`src/sv/lcv_pkg.sv`:
```
// Package: sizes, cell control struct and length helper for the convolution core.
`default_nettype none
package lcv_pkg;

    localparam int MAX_FIRST_LEN  = 32;
    localparam int MAX_SECOND_LEN = 32;
    localparam int SAMPLE_WIDTH   = 16;

    localparam int CFG_W   = 6;
    localparam int VALUE_W = 38;
    localparam int PROD_W  = 2 * SAMPLE_WIDTH;
    localparam int DATA_W  = 32;
    localparam int ADDR_W  = 3;

    localparam int MAX_LEN = (MAX_FIRST_LEN > MAX_SECOND_LEN) ? MAX_FIRST_LEN : MAX_SECOND_LEN;
    localparam int NCELL   = MAX_LEN;
    localparam int LEN_W   = ($clog2(MAX_LEN + 1) > CFG_W) ? $clog2(MAX_LEN + 1) : CFG_W;
    localparam int RUN_W   = LEN_W + 1;

    localparam logic REG_X_LENGTH = 1'b0;
    localparam logic REG_Y_LENGTH = 1'b1;

    localparam logic OP_LOAD_FIRST  = 1'b0;
    localparam logic OP_LOAD_SECOND = 1'b1;

    localparam logic [CFG_W-1:0] X_LENGTH_RESET = CFG_W'(8);
    localparam logic [CFG_W-1:0] Y_LENGTH_RESET = CFG_W'(2);

    typedef struct packed {
        logic                           en;
        logic                           shift;
        logic signed [SAMPLE_WIDTH-1:0] sample;
        logic signed [SAMPLE_WIDTH-1:0] u;
    } t_cell_ctl;

    function automatic logic [LEN_W-1:0] eff_len(input logic [CFG_W-1:0] r,
                                                 input logic [LEN_W-1:0] maxlen);
        logic [LEN_W-1:0] rv;
        rv = LEN_W'(r);
        if (rv == '0) begin
            return LEN_W'(1);
        end
        if (rv > maxlen) begin
            return maxlen;
        end
        return rv;
    endfunction

endpackage
`default_nettype wire

```
`src/sv/lcv_cell.sv`:
```
// One convolution cell: first and second sample, product and partial sum.
`default_nettype none
module lcv_cell
    import lcv_pkg::*;
(
    input  wire logic                           i_clk,
    input  wire logic                           i_rst_n,
    input  wire t_cell_ctl                      i_ctl,
    input  wire logic                           i_wr_x,
    input  wire logic                           i_wr_y,
    input  wire logic                           i_active,
    input  wire logic signed [SAMPLE_WIDTH-1:0] i_y_next,
    output      logic signed [SAMPLE_WIDTH-1:0] o_y,
    input  wire logic signed [VALUE_W-1:0]      i_sum_next,
    output      logic signed [VALUE_W-1:0]      o_sum
);

    logic signed [SAMPLE_WIDTH-1:0] r_x;
    logic signed [SAMPLE_WIDTH-1:0] r_y;
    logic signed [PROD_W-1:0]       r_prod;
    logic signed [VALUE_W-1:0]      r_sum;
    logic signed [PROD_W-1:0]       w_prod;

    assign w_prod = r_x * i_ctl.u;

    always_ff @(posedge i_clk) begin
        if (!i_rst_n) begin
            r_x <= '0;
        end else if (i_wr_x) begin
            r_x <= i_ctl.sample;
        end
    end

    always_ff @(posedge i_clk) begin
        if (i_wr_y) begin
            r_y <= i_ctl.sample;
        end else if (i_ctl.shift) begin
            r_y <= i_y_next;
        end
    end

    always_ff @(posedge i_clk) begin
        if (!i_rst_n) begin
            r_prod <= '0;
            r_sum  <= '0;
        end else if (i_ctl.en) begin
            r_prod <= i_active ? w_prod : '0;
            r_sum  <= VALUE_W'(r_prod) + i_sum_next;
        end
    end

    assign o_y   = r_y;
    assign o_sum = r_sum;

endmodule
`default_nettype wire

```
`config.mk`:
```
export PLATFORM = sky130hd
export DESIGN_NAME = lcv_cell
export DESIGN_NICKNAME = d
export VERILOG_FILES = /design/src/sv/lcv_pkg.sv /design/src/sv/lcv_cell.sv
export SDC_FILE = /design/constraint.sdc
export NUM_CORES = 1
export LEC_CHECK = 0
export ABC_AREA = 1
export BUFFER_PORTS_ARGS = -buffer_cell sky130_fd_sc_hd__buf_2
export CAP_MARGIN = 20
export CORE_UTILIZATION = 39
export DETAILED_ROUTE_END_ITERATION = 16
export PLACE_DENSITY = 0.61
export SYNTH_ARGS = -nofsm -noshare
export SYNTH_HDL_FRONTEND = slang
export SYNTH_SLANG_ARGS = --single-unit
```
`constraint.sdc`:
```
create_clock -name i_clk -period 9.3 [get_ports i_clk]
set_clock_uncertainty 0.2 [all_clocks]
set_input_delay 0.93 -clock i_clk [delete_from_list [all_inputs] [get_ports i_clk]]
set_output_delay 0.93 -clock i_clk [all_outputs]
set_load 0.02 [all_outputs]
```
==> results.cfg <==
[clock_network]
clock_path_buffers = 2
cts_setup_buffers = 0
cts_resized = 0
clk-insertion-delay-late_ns = 0.37
clk_pin_slew_ns = 0.08
htreeDepth = 3
hold_buffers = 0
cts.sinks = 102
cts_buffers = 9
clockRootBuffer = clkbuf_16
cts_tree = built

[yosys]
synthAdderAreaFrac = 0.382
async_flop_share = 0
synth-seq-cells = 102
synth_top_family_by_area = adder cells
synth_compound_area_frac = 0.0565
netlist_area_mm2 = 0.0177
synth_top_area_share = 0.298
synth_largest_area_cell = fa_1
postSynth.topFlopCell = dfxtp_1
ys_seq_area_frac = 0.125
synth_edf_count = 16
synthSimpleGateAreaFrac = 0.269
synthCells = 2583
synth.top_cells.by_area = fa_1, nand2_1, inv_1
yosysWarnings = 0
avgSynthCellArea_um2 = 6.85
syn-num-nets = 3058
muxShareOfSynthArea = 0
synth-xor-area-share = 0.00743
ys_types = 42

[drt]
drt-initial-drc-count = 1022
antenna_left = 0
viasPerCell = 4.80
wire_per_inst_um = 15.1
dr.pass1.iters = 7
drc = 0
vias = 15600
totalWireLength_um = 49000

[setup_path]
cp-end-kind = register
rr_startpoint = r_x[15]
cp_max_fo = 17
r2r-end = r_prod[24]
crit_arrival_ns = 6.64
cp_data_required_time_ns = 9.34
start_kind = register
rrSetupSlack_ns = 2.70
timing.setup.critical_path_class = reg -> reg
reg2reg_depth = 18

[global_route]
grt_pass1_wl_um = 82200
overflow = 0
busiest_layer = met2
grtUsageMet2 = 0.386
antenna_found_initial = 0
grt_max_degree = 66
grt_util_met3 = 0.0249
track_usage = 0.224
use_met1 = 0.302
grt_pass1_vias = 16000

[floorplan]
chipWidth_um = 215
coreArea_mm2 = 0.0445
die_area_mm2 = 0.0462
rows = 77
initial_core_util = 0.397
die_h_um = 215
num_io_pins = 147

[sta]
period_share = 0.709
max_slew_margin = 0.359
finalSetupTns_ns = 0
rsz0062_at_grt = no
period_needed_ns = 6.60
max_freq_mhz = 152
setup_viol = 0
hold_viol = 0
tightest_slew_ns = 0.960
finalMaxSlewViolations = 0

[layout]
final_cell_mix = nand2_1, inv_1, fa_1
layout.nets = 3129
antenna_cells = 0
nFillCells = 4750
area_growth_pct = 8.19
final_util = 0.430
drive_above_1_share = 0.0936
final_common_cell = nand2_1

[flow_run]
drv_cap = 0

[power_and_ir_drop]
peakVddDrop_v = 0.000242
finalPower_uw = 5350
power_density_mw_per_mm2 = 279
p_leak_uw = 0.0114

[hold_path]
min-delay-start = r_prod[16]
hold_depth = 2
whs_endpoint = r_prod[16]
hp-class = reg -> reg

[place]
place_congestion = 0.933
hpwl_um = 41900
portBuffers = 146

[run_status]
outcome = complete, no violations
final cells by class:
cell class | count | area [um2] | share of cell area
inverter | 662 | 2480 | 0.130
clock buffer | 11 | 253 | 0.0132
multi-input combinational | 1729 | 12600 | 0.661
sequential | 102 | 2200 | 0.115
clock inverter | 5 | 45.0 | 0.00235
timing repair buffer | 150 | 761 | 0.0398
tap | 592 | 741 | 0.0387
where the power goes:
part / leakage (uW) / switching [uW] / total [uW] / internal (uW)
clock: 0.000150 / 201 / 403 / 202
combinational: 0.0104 / 2810 / 4360 / 1550
sequential: 0.000875 / 65.4 / 580 / 514
cells in the mapped netlist (6+ instances only):
cell / instances
nor3_2: 7
nand2_1: 755
a21oi_1: 87
xor2_1: 12
nand3_1: 110
inv_2: 8
edfxtp_1: 16
inv_1: 651
clkbuf_1: 84
nor2_2: 19
nand4_1: 19
nor2_1: 200
nand2_2: 24
nand3_2: 7
o21ai_0: 53
or2_2: 6
dfxtp_1: 86
o21bai_1: 12
fa_1: 263
ha_1: 119
cells by family (layout without fill, tap and decap cells):
kind of cell,after synthesis,count (layout)
flip-flops,102,102
AND/OR/NAND/NOR,1156,1156
buffers and inverters,752,828
XOR/XNOR,15,15
adder cells (fa/ha/maj),382,382
AO/OA/AOI/OAI,176,176
per-layer routing:
metal | vias to the layer above | wire (um)
met4 | 0 | 805
met1 | 7477 | 22000
li1 | 7687 | -
met2 | 403 | 23500
met3 | 44 | 2730
met5 | - | 0
metrics by stage:
| step | setup slack (ns) | hold WS, ns | area (um2) | std cells |
|---|---|---|---|---|
| after global routing | 2.28 | 0.290 | 19100 | 3251 |
| after global placement | 2.47 | 0.258 | 18800 | 3235 |
| after CTS | 2.67 | 0.277 | 19100 | 3251 |
| final | 2.70 | 0.273 | 19100 | 3251 |
| after detailed placement | 2.42 | 0.264 | 18800 | 3235 |
| after floorplan | 3.02 | 0.249 | 17700 | 2583 |
critical path, stage by stage, from the launching register on:
cell and delay (ns):
dfxtp_1 0.90, nand2_1 0.22, inv_1 0.17, fa_1 0.56, fa_1 0.91, fa_1 0.53, fa_1 0.51, fa_1 0.49
inv_1 0.05, fa_1 0.47, inv_1 0.04, ha_1 0.37, nand2_1 0.18, nor3_2 0.31, nand3_1 0.14, nand3_1 0.10
nand2_1 0.05, nand3_1 0.14, a21oi_1 0.11
state kept, by name (all words and copies together) (netlist names):
signal and cells:
r_x 16, o_sum 38, o_y 16, r_prod 32
how the worst max path moves through the flow:
stage / start / to / slack [ns]
final: r_x[15] / r_prod[24] / 2.70
after global routing: r_x[15] / r_prod[30] / 2.28
after CTS: r_x[15] / r_prod[24] / 2.67
after detailed placement: i_ctl[1] / r_prod[24] / 2.42
after global placement: i_ctl[1] / r_prod[24] / 2.47
after floorplan: i_ctl[5] / r_prod[31] / 3.02
Note: power is estimated with default switching activity, not from simulation.
